`src/hdl/rawt_pkg.sv`:
```
`timescale 1ns / 1ps
package rawt_pkg;

  localparam int unsigned RING_SECTORS = 16384;
  localparam int unsigned SLOT_W       = 14;
  localparam int unsigned FILL_W       = 15;
  localparam int unsigned LBA_W        = 24;
  localparam int unsigned CNT_W        = 12;
  localparam int unsigned TAG_W        = 8;
  localparam int unsigned LEN_W        = 7;
  localparam int unsigned MAX_BURST    = 64;

  localparam int unsigned IN_DATA_W    = 56;
  localparam int unsigned OUT_DATA_W   = 96;
  localparam int unsigned ADDR_W       = 5;

  typedef enum logic [1:0] {
    CMD_QUERY      = 2'd0,
    CMD_READ       = 2'd1,
    CMD_FETCH_REQ  = 2'd2,
    CMD_FETCH_DONE = 2'd3
  } cmd_e;

  typedef enum logic [2:0] {
    REG_ACTIVE      = 3'd0,
    REG_TOTAL       = 3'd1,
    REG_BURST_LEN   = 3'd2,
    REG_FIRST_LEN   = 3'd3,
    REG_BEHIND_KEEP = 3'd4,
    REG_SLACK_LEN   = 3'd5
  } reg_idx_e;

  localparam logic [LEN_W-1:0] BURST_LEN_RST   = 7'd32;
  localparam logic [LEN_W-1:0] FIRST_LEN_RST   = 7'd8;
  localparam logic [CNT_W-1:0] BEHIND_KEEP_RST = 12'd256;
  localparam logic [CNT_W-1:0] SLACK_LEN_RST   = 12'd256;

  typedef struct packed {
    logic [FILL_W-1:0] level;
    logic [TAG_W-1:0]  fetch_tag;
    logic [LEN_W-1:0]  fetch_len;
    logic [LBA_W-1:0]  fetch_lba;
    logic              fetch_valid;
    logic [CNT_W-1:0]  zero_count;
    logic [CNT_W-1:0]  served;
    logic [SLOT_W-1:0] ring_slot;
    logic              seek;
    logic              hit;
  } result_t;

endpackage

```
`src/hdl/readahead_window_tracker_top.sv`:
```
`timescale 1ns / 1ps
// Control block of a sector read-ahead ring of 16384 slots.
// Commands enter on the s_axis channel: tuser carries the command (query, read,
// fetch request, fetch done) and tdata the request fields. Every command gives
// exactly one result on the m_axis channel: hit and seek flags, ring slot,
// served and zero-fill counts, the burst to fetch and the window level.
// Six registers (active, total sectors, burst and first lengths, trailing
// margin, slack) sit on the APB port at byte addresses 0 to 20. The user must
// see that they are written only while no command is in flight; the block
// itself does not enforce it. A command is held in an input register and
// evaluated against the window base, fill and generation tag, which update at
// the same edge as the result register, where tvalid also rises. Throughput
// is one command per cycle while the receiver takes results; each command
// reads the window state as the command before it left it.
// When the receiver stalls, the result register holds and the input register
// still takes one more command; after that tready drops until the result
// is taken.
// Reset clears both stages, the window state and the registers to their
// default values. Writing active from 0 to 1 also clears the window state.
module readahead_window_tracker_top (
  input  logic                               clk_i,
  input  logic                               rst_ni,
  input  logic                               s_axis_tvalid,
  output logic                               s_axis_tready,
  // lba, count, tag, fetched, zero padding
  input  logic [rawt_pkg::IN_DATA_W-1:0]     s_axis_tdata,
  // cmd
  input  logic [1:0]                         s_axis_tuser,
  output logic                               m_axis_tvalid,
  input  logic                               m_axis_tready,
  // hit, seek, ring_slot, served, zero_count, fetch_valid, fetch_lba,
  // fetch_len, fetch_tag, level, zero padding
  output logic [rawt_pkg::OUT_DATA_W-1:0]    m_axis_tdata,
  input  logic                               psel,
  input  logic                               penable,
  input  logic                               pwrite,
  input  logic [rawt_pkg::ADDR_W-1:0]        paddr,
  input  logic [31:0]                        pwdata,
  output logic [31:0]                        prdata,
  output logic                               pready
);
  import rawt_pkg::*;

  localparam logic [FILL_W-1:0] RING_FILL = FILL_W'(RING_SECTORS);

  logic              active_q;
  logic [LBA_W-1:0]  total_q;
  logic [LEN_W-1:0]  burst_q;
  logic [LEN_W-1:0]  first_q;
  logic [CNT_W-1:0]  behind_q;
  logic [CNT_W-1:0]  slack_q;

  logic [LBA_W-1:0]  base_q, base_d;
  logic [FILL_W-1:0] fill_q, fill_d;
  logic [TAG_W-1:0]  epoch_q, epoch_d;

  logic              in_valid_q;
  cmd_e              in_cmd_q;
  logic [LBA_W-1:0]  in_lba_q;
  logic [CNT_W-1:0]  in_count_q;
  logic [TAG_W-1:0]  in_tag_q;
  logic [LEN_W-1:0]  in_fetched_q;

  logic              out_valid_q;
  result_t           res_q, res_d;

  logic              adv;
  logic              in_take;
  logic              cfg_wr;
  logic              cfg_clear;
  reg_idx_e          cfg_idx;

  logic [LBA_W:0]    head;
  logic [LBA_W+1:0]  slack_head;
  logic              lba_in_disc;
  logic [LBA_W-1:0]  t_minus_lba;
  logic [LBA_W:0]    lba_plus_cnt;
  logic [LBA_W-1:0]  req_end;
  logic              win_hit;
  logic              win_seek;
  logic [LBA_W-1:0]  new_base;
  logic [LBA_W-1:0]  base_gap;
  logic [FILL_W-1:0] base_step;
  logic              head_in_disc;
  logic [LBA_W-1:0]  left_len;
  logic              fill_room;
  logic [FILL_W-1:0] room_len;
  logic [LEN_W-1:0]  want_len;
  logic [LEN_W-1:0]  clamp_len;
  logic [LEN_W-1:0]  room_cut;
  logic [LEN_W-1:0]  req_len;
  logic [LEN_W-1:0]  done_room_cut;
  logic [LEN_W-1:0]  done_len;
  logic [CNT_W-1:0]  served_len;

  assign pready  = 1'b1;
  assign cfg_wr  = psel & penable & pwrite;
  assign cfg_idx = reg_idx_e'(paddr[ADDR_W-1:2]);
  assign cfg_clear = cfg_wr && (cfg_idx == REG_ACTIVE) && pwdata[0] && !active_q;

  always_comb begin
    prdata = '0;
    case (cfg_idx)
      REG_ACTIVE:      prdata = {31'd0, active_q};
      REG_TOTAL:       prdata = {8'd0, total_q};
      REG_BURST_LEN:   prdata = {25'd0, burst_q};
      REG_FIRST_LEN:   prdata = {25'd0, first_q};
      REG_BEHIND_KEEP: prdata = {20'd0, behind_q};
      REG_SLACK_LEN:   prdata = {20'd0, slack_q};
      default:         prdata = '0;
    endcase
  end

  always_ff @(posedge clk_i or negedge rst_ni) begin
    if (!rst_ni) begin
      active_q <= 1'b0;
      total_q  <= '0;
      burst_q  <= BURST_LEN_RST;
      first_q  <= FIRST_LEN_RST;
      behind_q <= BEHIND_KEEP_RST;
      slack_q  <= SLACK_LEN_RST;
    end else if (cfg_wr) begin
      case (cfg_idx)
        REG_ACTIVE:      active_q <= pwdata[0];
        REG_TOTAL:       total_q  <= pwdata[LBA_W-1:0];
        REG_BURST_LEN:   burst_q  <= pwdata[LEN_W-1:0];
        REG_FIRST_LEN:   first_q  <= pwdata[LEN_W-1:0];
        REG_BEHIND_KEEP: behind_q <= pwdata[CNT_W-1:0];
        REG_SLACK_LEN:   slack_q  <= pwdata[CNT_W-1:0];
        default: begin
        end
      endcase
    end
  end

  assign adv           = in_valid_q && (!out_valid_q || m_axis_tready);
  assign s_axis_tready = !in_valid_q || adv;
  assign in_take       = s_axis_tvalid && s_axis_tready;

  always_ff @(posedge clk_i or negedge rst_ni) begin
    if (!rst_ni) begin
      in_valid_q <= 1'b0;
    end else if (s_axis_tready) begin
      in_valid_q <= s_axis_tvalid;
    end
  end

  always_ff @(posedge clk_i) begin
    if (in_take) begin
      in_cmd_q     <= cmd_e'(s_axis_tuser);
      in_lba_q     <= s_axis_tdata[23:0];
      in_count_q   <= s_axis_tdata[35:24];
      in_tag_q     <= s_axis_tdata[43:36];
      in_fetched_q <= s_axis_tdata[50:44];
    end
  end

  // Window checks shared by query and read.
  assign head         = {1'b0, base_q} + {{(LBA_W+1-FILL_W){1'b0}}, fill_q};
  assign slack_head   = {1'b0, head} + {{(LBA_W+2-CNT_W){1'b0}}, slack_q};
  assign lba_in_disc  = in_lba_q < total_q;
  assign t_minus_lba  = total_q - in_lba_q;
  assign lba_plus_cnt = {1'b0, in_lba_q} + {{(LBA_W+1-CNT_W){1'b0}}, in_count_q};
  assign req_end      = ({{(LBA_W-CNT_W){1'b0}}, in_count_q} > t_minus_lba) ?
                        total_q : lba_plus_cnt[LBA_W-1:0];
  assign win_hit      = (in_lba_q >= base_q) && ({1'b0, req_end} <= head);
  assign win_seek     = !win_hit &&
                        ((in_lba_q < base_q) || ({2'b0, in_lba_q} > slack_head));
  assign served_len   = CNT_W'(req_end - in_lba_q);

  // Trailing-margin advance of the base after a read hit.
  assign new_base  = (req_end > {{(LBA_W-CNT_W){1'b0}}, behind_q}) ?
                     (req_end - {{(LBA_W-CNT_W){1'b0}}, behind_q}) : '0;
  assign base_gap  = new_base - base_q;
  assign base_step = (new_base <= base_q) ? '0 :
                     ((base_gap > {{(LBA_W-FILL_W){1'b0}}, fill_q}) ?
                      fill_q : base_gap[FILL_W-1:0]);

  // Fetch sizing, shared by request and done.
  assign head_in_disc = head < {1'b0, total_q};
  assign left_len     = head_in_disc ? LBA_W'({1'b0, total_q} - head) : '0;
  assign fill_room    = fill_q < RING_FILL;
  assign room_len     = fill_room ? (RING_FILL - fill_q) : '0;
  assign want_len     = (fill_q != '0) ? burst_q : first_q;
  assign clamp_len    = (want_len == '0) ? LEN_W'(1) :
                        ((want_len > LEN_W'(MAX_BURST)) ? LEN_W'(MAX_BURST) : want_len);
  assign room_cut     = ({{(FILL_W-LEN_W){1'b0}}, clamp_len} > room_len) ?
                        room_len[LEN_W-1:0] : clamp_len;
  assign req_len      = ({{(LBA_W-LEN_W){1'b0}}, room_cut} > left_len) ?
                        left_len[LEN_W-1:0] : room_cut;
  assign done_room_cut = ({{(FILL_W-LEN_W){1'b0}}, in_fetched_q} > room_len) ?
                         room_len[LEN_W-1:0] : in_fetched_q;
  assign done_len      = ({{(LBA_W-LEN_W){1'b0}}, done_room_cut} > left_len) ?
                         left_len[LEN_W-1:0] : done_room_cut;

  always_comb begin
    res_d   = '0;
    base_d  = base_q;
    fill_d  = fill_q;
    epoch_d = epoch_q;
    case (in_cmd_q)
      CMD_QUERY: begin
        if (!active_q || !lba_in_disc) begin
          res_d.hit = 1'b1;
        end else if (win_hit) begin
          res_d.hit       = 1'b1;
          res_d.ring_slot = in_lba_q[SLOT_W-1:0];
        end else if (win_seek) begin
          res_d.seek = 1'b1;
          epoch_d    = epoch_q + TAG_W'(1);
          base_d     = in_lba_q;
          fill_d     = '0;
        end
      end
      CMD_READ: begin
        if (active_q && (in_count_q != '0)) begin
          if (!lba_in_disc) begin
            res_d.hit        = 1'b1;
            res_d.zero_count = in_count_q;
          end else if (win_hit) begin
            res_d.hit        = 1'b1;
            res_d.ring_slot  = in_lba_q[SLOT_W-1:0];
            res_d.served     = served_len;
            res_d.zero_count = in_count_q - served_len;
            base_d = base_q + {{(LBA_W-FILL_W){1'b0}}, base_step};
            fill_d = fill_q - base_step;
          end else if (win_seek) begin
            res_d.seek = 1'b1;
            epoch_d    = epoch_q + TAG_W'(1);
            base_d     = in_lba_q;
            fill_d     = '0;
          end
        end
      end
      CMD_FETCH_REQ: begin
        if (active_q && head_in_disc && fill_room) begin
          res_d.fetch_valid = 1'b1;
          res_d.fetch_lba   = head[LBA_W-1:0];
          res_d.fetch_len   = req_len;
          res_d.fetch_tag   = epoch_q;
          res_d.ring_slot   = head[SLOT_W-1:0];
        end
      end
      CMD_FETCH_DONE: begin
        if (active_q && (in_tag_q == epoch_q)) begin
          res_d.hit       = 1'b1;
          res_d.ring_slot = head[SLOT_W-1:0];
          fill_d = fill_q + {{(FILL_W-LEN_W){1'b0}}, done_len};
        end
      end
      default: begin
      end
    endcase
    res_d.level = fill_d;
  end

  always_ff @(posedge clk_i or negedge rst_ni) begin
    if (!rst_ni) begin
      base_q  <= '0;
      fill_q  <= '0;
      epoch_q <= '0;
    end else if (cfg_clear) begin
      base_q  <= '0;
      fill_q  <= '0;
      epoch_q <= '0;
    end else if (adv) begin
      base_q  <= base_d;
      fill_q  <= fill_d;
      epoch_q <= epoch_d;
    end
  end

  always_ff @(posedge clk_i or negedge rst_ni) begin
    if (!rst_ni) begin
      out_valid_q <= 1'b0;
    end else if (adv) begin
      out_valid_q <= 1'b1;
    end else if (m_axis_tready) begin
      out_valid_q <= 1'b0;
    end
  end

  always_ff @(posedge clk_i) begin
    if (adv) begin
      res_q <= res_d;
    end
  end

  assign m_axis_tvalid = out_valid_q;
  assign m_axis_tdata  = {1'b0, res_q};

  a_fill_bound: assert property (@(posedge clk_i) disable iff (!rst_ni)
    fill_q <= RING_FILL)
    else $error("window fill above ring size");

  a_seek_miss: assert property (@(posedge clk_i) disable iff (!rst_ni)
    out_valid_q && res_q.seek |-> !res_q.hit)
    else $error("seek reported together with hit");

  a_fetch_len: assert property (@(posedge clk_i) disable iff (!rst_ni)
    out_valid_q && res_q.fetch_valid |-> (res_q.fetch_len != '0) &&
    (res_q.fetch_len <= LEN_W'(MAX_BURST)))
    else $error("fetch issued with bad length");

  a_req_keeps_state: assert property (@(posedge clk_i) disable iff (!rst_ni)
    adv && (in_cmd_q == CMD_FETCH_REQ) && !cfg_clear |=>
    (base_q == $past(base_q)) && (fill_q == $past(fill_q)) &&
    (epoch_q == $past(epoch_q)))
    else $error("fetch request changed window state");

  a_level_match: assert property (@(posedge clk_i) disable iff (!rst_ni)
    adv && !cfg_clear |=> res_q.level == fill_q)
    else $error("reported level differs from window fill");

endmodule

```
`config.mk`:
```
export PLATFORM = sky130hd
export DESIGN_NAME = readahead_window_tracker_top
export DESIGN_NICKNAME = d
export VERILOG_FILES = /design/src/hdl/rawt_pkg.sv /design/src/hdl/readahead_window_tracker_top.sv
export SDC_FILE = /design/constraint.sdc
export NUM_CORES = 1
export LEC_CHECK = 0
export ABC_AREA = 1
export BUFFER_PORTS_ARGS = -buffer_cell sky130_fd_sc_hd__buf_2
export CORE_ASPECT_RATIO = 0.8
export CORE_MARGIN = 4
export CORE_UTILIZATION = 35
export DETAILED_ROUTE_END_ITERATION = 7
export GPL_ROUTABILITY_DRIVEN = 0
export GPL_TIMING_DRIVEN = 0
export HOLD_SLACK_MARGIN = 0.02
export PLACE_DENSITY = 0.5
export SYNTH_ARGS = -nofsm -noshare
export SYNTH_HDL_FRONTEND = slang
export SYNTH_SLANG_ARGS = --single-unit
```
`constraint.sdc`:
```
create_clock -name clk_i -period 12.2 [get_ports clk_i]
set_clock_uncertainty 0.1 [all_clocks]
set_input_delay 1.83 -clock clk_i [delete_from_list [all_inputs] [get_ports clk_i]]
set_output_delay 1.83 -clock clk_i [all_outputs]
set_load 0.01 [all_outputs]
```
==> metrics.md, run 1 <==
| Metric | Value |
|---|---|
| Status | finished, final reports clean |
| Critical Path Fanout Max | 10 |
| Synth Register Bits | 260 |
| Final Util | 41.0% |
| Final hold viol count | 0 |
| Setup TNS | 0 ns |
| Io pins | 233 |
| Post-synth ARST share | 43.1% |
| Crit path from | total_q[0]$_DFFE_PN0P_ |
| Yosys Warn Count | 0 |
| Unrepaired setup endpoints after global routing | true |
| Max Clk Rate | 0.0852 GHz |
| Maximum VDD drop | 0.120 mV |
| Max-Slew Margin vs Limit | 17.2% |
| Dpl ws | -2.85 ns |
| Max Slew Vio Count | 0 |
| DRC viols | 0 |
| Max Buffers Root-to-Sink | 3 |
| Most common cell on crit path | nand2_1 |
| Arr. time, crit path | 11.93 ns |
| Post-synth cell types | 66 |
| Worst hold path type | reg2reg |
| Largest net degree at the start of global routing | 63 |
| Dpl hpwl | 93.4 mm |
| Total GRT Usage | 26.8% |
| Avg WL per Cell | 22.1 um |
| Syn Area/Cell | 7.10 um2 |
| Site Rows | 90 |
| Post-CTS Hold Buffers | 0 |
| Post-Layout Cell Count | 5,126 |
| Reg2reg start | total_q[0]$_DFFE_PN0P_ |
| Ranking of synthesized cells by area | edfxtp_1, ha_1, nand2_1, dfrtp_1, inv_1 |
| Number of global-route vias before repair | 25,351 |
| Initial antenna violation count | 4 |
| CTS tree | built |
| Post-synth top area cell | edfxtp_1 |
| Port Buf Inserts | 207 |
| Full die area | 81,400 um2 |
| Total wire length | 113 mm |
| Fin crit period | 11.73 ns |
| Ys flop type | edfxtp_1 |
| Htree depth | 2 |
| Die Wd | 318 um |
| Mapped cell area | 26,900 um2 |
| Crit end category | flop |
| Post-synth EDFFs | 148 |
| Measured slew at the worst slew-check pin | 1.24 ns |
| Area Growth Syn to Fin | 15.6% |
| DR pass1 iterations | 6 |
| Final antenna-violating net count | 0 |
| Synth top area share | 16.5% |
| Critical path's largest stage delay | 0.46 ns |
| Worst-case reg-to-reg path depth | 74 |
| Clock transition at the registers of the reported paths | 0.06 ns |
| Worst endpoint required time | 12.39 ns |
| Min-Delay Endpoint | behind_q[7]$_DFFE_PN0P_ |
| Post-placement cell count | 5,019 |
| 1st-iter DRT viols | 2,792 |
| Cts bufs inserted | 34 |
| Max-Cap Viols | 0 |
| Final setup fails | 0 |
| Fin nets | 4,538 |
| Clock Latency Late Sink | 0.56 ns |
| Min-delay src | behind_q[7]$_DFFE_PN0P_ |
| Root Buffer Master | clkbuf_16 |
| Syn Inst Count | 3,789 |
| Vias per inst | 5.34 |
| R2R setup slack | 0.47 ns |
| Design area | 31,100 um2 |
| Clock Sink Count | 260 |
| Total number of vias | 27,388 |
| Placed Area | 29,300 um2 |
| Seq/Total Area, Yosys | 27.0% |
| CP max-delay cell | dfrtp_2 |
| R2r endpoint | m_axis_tdata[92]$_DFFE_PP_ |
| Leak | 15.3 nW |
| Pwr Density | 305 nW/um2 |
| Kind of critical path | reg2reg |
| Total global routing overflow | 0 |
| Element type at the critical path start | flop |
| Final Cycle Share | 96.2% |
| Initial Util | 35.5% |
| Core Box Area | 75,800 um2 |
| First-pass GRT wire length | 166 mm |
| Hold path cells | 2 |
| Die Ht | 256 um |
| Final WS setup | 0.466 ns |
| Layout cells sized above 1 | 13.2% |
[sequential cells by signal, indices dropped and copies added (netlist names), 7 cells and up]
name          cells
m_axis_tdata     95
base_q           24
in_lba_q         24
total_q          24
fill_q           15
behind_q         12
in_count_q       12
slack_q          12
epoch_q           8
in_tag_q          8
burst_q           7
first_q           7
in_fetched_q      7
[layout make-up]
type / count / area, um2
tap: 1012 / 1270
antenna: 1 / 2.50
clock buffer: 47 / 961
multi-input combinational: 2934 / 17600
clock inverter: 15 / 136
fill: 8087 / 44700
sequential: 260 / 7250
timing repair buffer: 254 / 1450
timing repair inverter: 1 / 8.76
buffer: 71 / 413
inverter: 531 / 2020
[cell usage after synthesis, drive strengths merged, types with 2 or more instances]
library cell	number
a211oi	8
a21boi	6
a21o	18
a21oi	300
a221oi	5
a22oi	4
a31o	2
a31oi	13
a32o	2
a41oi	3
and2	7
and3	3
buf	32
clkbuf	40
clkinv	6
conb	2
dfrtp	108
dfstp	4
edfxtp	148
fa	12
ha	337
inv	525
mux2	2
nand2	947
nand3	162
nand3b	10
nand4	77
nor2	403
nor3	75
nor3b	3
nor4	11
o2111ai	5
o211ai	32
o21a	11
o21ai	237
o21bai	15
o221ai	11
o22ai	23
o311ai	2
o31ai	6
o41ai	2
or2	5
xnor2	57
xor2	106
[critical path, delay by kind of cell (launching register included)]
family,cells,cell delay (ns)
AOI/OAI and AO/OA,16,2.47
and+or+nand+nor,36,3.98
buffers and inverters,12,1.48
DFF,1,0.46
xor gates and xnor gates,2,0.50
adders and majority gates,8,2.46
[how the worst max path moves through the flow]
stage,end,slack (ns)
detailed placement,base_q[19]$_DFFE_PN0P_,-2.85
finish,m_axis_tdata[92]$_DFFE_PP_,0.47
floorplan,base_q[19]$_DFFE_PN0P_,1.62
global placement,base_q[19]$_DFFE_PN0P_,-2.85
global route,m_axis_tdata[90]$_DFFE_PP_,-0.10
CTS,m_axis_tdata[90]$_DFFE_PP_,0.008
[cells by family (layout without fill, tap and decap cells)]
kind of cell	after synthesis	in the layout	share of synthesized area (%)
compound gates	705	705	14.9
xor+xnor	163	163	5.34
fa+ha+maj	349	349	16.6
buf+inv	603	919	8.89
flops	260	260	27.0
mux	2	2	0.0837
other cells	2	11	0.0279
simple gates	1705	1705	27.3
[metal layers]
metal  vias to the layer above  wire length, um  GRT usage [%]
met4                         4             3350           7.17
li1                      13272                -              -
met1                     12821            54300           40.4
met3                       163            10100           5.20
met2                      1128            45500           38.8
met5                         -               31              0
[layout by cell type, fill, tap and decap left out, drive strengths merged, types with 5 or more instances in the layout]
master   instances
a21o            18
dfrtp          108
o2111ai          5
nor3            75
conb            10
nand3b          10
o211ai          32
o21ai          237
nand4           77
edfxtp         148
nand3          162
nand2          947
a211oi           8
o31ai            6
nor2           403
xor2           106
o21a            11
inv            529
a221oi           5
fa              12
and2             7
a21oi          300
nor4            11
clkinv          13
o22ai           23
o21bai          15
o221ai          11
or2              5
a31oi           13
xnor2           57
buf            287
clkbuf          85
ha             337
a21boi           6
[per-stage QoR]
| stage | power [mW] | hold WS, ns |
|---|---|---|
| 2_1_floorplan | 5.83 | 0.353 |
| 5_1_grt | 10.3 | 0.415 |
| 6_report | 9.49 | 0.386 |
| 3_5_place_dp | 7.95 | 0.373 |
| 3_3_place_gp | 7.95 | 0.366 |
| 4_1_cts | 9.22 | 0.387 |
[power by group]
group	switching, mW	internal (mW)
Combinational	4.64	2.42
Clock	0.429	0.580
Sequential	0.279	1.14
Total	5.34	4.14
[what timing repair did]
action,4_1_cts,5_1_grt
endpoints found under the setup margin,54,45
hold endpoints to repair,0,0
buffers inserted,27,17
cloned,0,1
resized for setup,53,63
pin swaps,3,17
Note: power is estimated with default switching activity, not from simulation.
==> run 2: changes to the inputs <==
Settings changed: BUFFER_PORTS_ARGS -buffer_cell sky130_fd_sc_hd__buf_2 to unset, DONT_BUFFER_PORTS set to 1, PLACE_DENSITY 0.5 to 0.47.
==> run 2 against run 1 <==
Net effect: sequential share of layout area increased by 0.74 points; clock power is 5% higher; largest cell class unchanged; maximum frequency increased by 1.4%; via count decreased by 2.8%; die area stayed put; core utilization is 1.3 points lower; setup slack gained 0.17 ns.
==> metrics.md, run 2 (same netlist as run 1, synthesis figures left out) <==
| Metric | Value |
|---|---|
| Status | finished, final reports clean |
| Root Buffer Master | clkbuf_16 |
| R2r endpoint | m_axis_tdata[93]$_DFFE_PP_ |
| Setup TNS | 0 ns |
| Final Cycle Share | 94.8% |
| Htree depth | 2 |
| Final antenna-violating net count | 0 |
| Critical path's largest stage delay | 0.47 ns |
| Worst-case reg-to-reg path depth | 71 |
| Min-delay src | burst_q[6]$_DFFE_PN0P_ |
| Clock Sink Count | 260 |
| Vias per inst | 5.42 |
| Clock Latency Late Sink | 0.58 ns |
| Number of global-route vias before repair | 24,577 |
| Site Rows | 90 |
| DRC viols | 0 |
| Hold path cells | 2 |
| Die Wd | 318 um |
| Max Buffers Root-to-Sink | 3 |
| Most common cell on crit path | nand2_1 |
| Reg2reg start | total_q[0]$_DFFE_PN0P_ |
| Most frequent cells in the layout | nand2_1, inv_1, nor2_1, ha_1, a21oi_1 |
| Min-Delay Endpoint | burst_q[6]$_DFFE_PN0P_ |
| Crit end category | flop |
| Io pins | 233 |
| Max reg flops | 95 |
| First-pass GRT wire length | 167 mm |
| Maximum VDD drop | 0.127 mV |
| Port Buf Inserts | 0 |
| Measured slew at the worst slew-check pin | 1.24 ns |
| 1st-iter DRT viols | 2,655 |
| Element type at the critical path start | flop |
| Arr. time, crit path | 11.73 ns |
| R2R setup slack | 0.63 ns |
| CP max-delay cell | fa_1 |
| Crit path from | total_q[0]$_DFFE_PN0P_ |
| Largest net degree at the start of global routing | 113 |
| Total global routing overflow | 0 |
| Cts bufs inserted | 34 |
| Initial Util | 35.5% |
| Fillers | 8,070 |
| DR pass1 iterations | 6 |
| Max Slew Vio Count | 0 |
| Avg WL per Cell | 23.4 um |
| Die Ht | 256 um |
| Worst hold path type | reg2reg |
| Final hold viol count | 0 |
| Critical Path Fanout Max | 10 |
| Pwr Density | 310 nW/um2 |
| Kind of critical path | reg2reg |
| Area Growth Syn to Fin | 12.1% |
| Total number of vias | 26,609 |
| Dpl hpwl | 94.9 mm |
| Max Clk Rate | 0.0864 GHz |
| Final Util | 39.8% |
| Fin crit period | 11.57 ns |
| Layout cells sized above 1 | 8.80% |
| Max-Cap Viols | 0 |
| Worst endpoint required time | 12.36 ns |
| Core Box Area | 75,800 um2 |
| Max-Slew Margin vs Limit | 17.4% |
| Leak | 14.4 nW |
| Full die area | 81,400 um2 |
| Total wire length | 115 mm |
| Total GRT Usage | 27.3% |
| Fin nets | 4,326 |
| Final setup fails | 0 |
| CTS tree | built |
| Initial antenna violation count | 2 |
| Commonest non-fill, non-tap cell in the layout | nand2_1 |
| Clock transition at the registers of the reported paths | 0.06 ns |
run 2: cell count changes in the layout (fill, tap and decap cells not counted), sizes merged:
cell      previous run  this run
buf                287        75
bufinv               1         2
clkbuf              85        87
clkinv              13        10
clkinvlp             4         1
inv                529       530
run 2: routing by layer:
metal / share of wire [%] / GRT usage, %
met5: 0 / 0
met4: 2.5 / 6.36
met3: 8.5 / 5.12
met2: 41 / 39.9
met1: 48 / 41.3
run 2: how the worst max path moves through the flow:
stage / end / slack [ns] / cells past startpoint
after detailed placement: base_q[19]$_DFFE_PN0P_ / -2.69 / 78
after floorplan: base_q[19]$_DFFE_PN0P_ / 1.62 / 78
after CTS: m_axis_tdata[90]$_DFFE_PP_ / 0.04 / 75
after global placement: base_q[19]$_DFFE_PN0P_ / -2.78 / 78
final: m_axis_tdata[93]$_DFFE_PP_ / 0.63 / 71
after global routing: m_axis_tdata[92]$_DFFE_PP_ / -0.03 / 75
run 2: cell type report:
type / count / area, um2 / area share, %
Clock buffer: 49 / 1010 / 3.35
Tap cell: 1012 / 1270 / 4.20
Sequential cell: 260 / 7250 / 24.1
Timing Repair Buffer: 42 / 335 / 1.11
Inverter: 531 / 2020 / 6.69
Buffer: 71 / 413 / 1.37
Clock inverter: 11 / 139 / 0.461
Antenna cell: 1 / 2.50 / 0.00830
Multi-Input combinational cell: 2934 / 17700 / 58.7
Timing Repair inverter: 1 / 5.00 / 0.0166
run 2: worst max-delay path, delay by kind of cell, from the launching register on:
| family | cells | cell delay, ns |
|---|---|---|
| flops | 1 | 0.46 |
| simple gates | 35 | 3.91 |
| fa+ha+maj | 7 | 2.32 |
| buf+inv | 11 | 1.48 |
| compound gates | 16 | 2.63 |
| xor+xnor | 2 | 0.32 |
run 2: what timing repair did:
action | in CTS | in global routing
buffers inserted | 18 | 23
cloned | 0 | 1
hold endpoints to repair | 0 | 0
hold buffers | 0 | 0
pin swaps | 7 | 20
gates resized for setup | 58 | 77
endpoints found under the setup margin | 54 | 44
run 2: per-stage QoR:
step	area [um2]	power (mW)	setup WS, ns	cells	hold slack, ns
floorplan	26900	5.83	1.62	3797	0.353
global placement	28200	7.89	-2.78	4809	0.369
detailed placement	28200	7.88	-2.69	4810	0.374
CTS	29700	9.05	0.0354	4887	0.389
global route	30100	10.1	-0.0326	4911	0.413
finish	30100	9.35	0.632	4912	0.390
run 2: where the power goes:
group | internal (mW) | leakage, nW | switching, mW
sequential | 1.14 | 2.84 | 0.321
combinational | 2.29 | 11.0 | 4.54
clock | 0.624 | 0.565 | 0.434
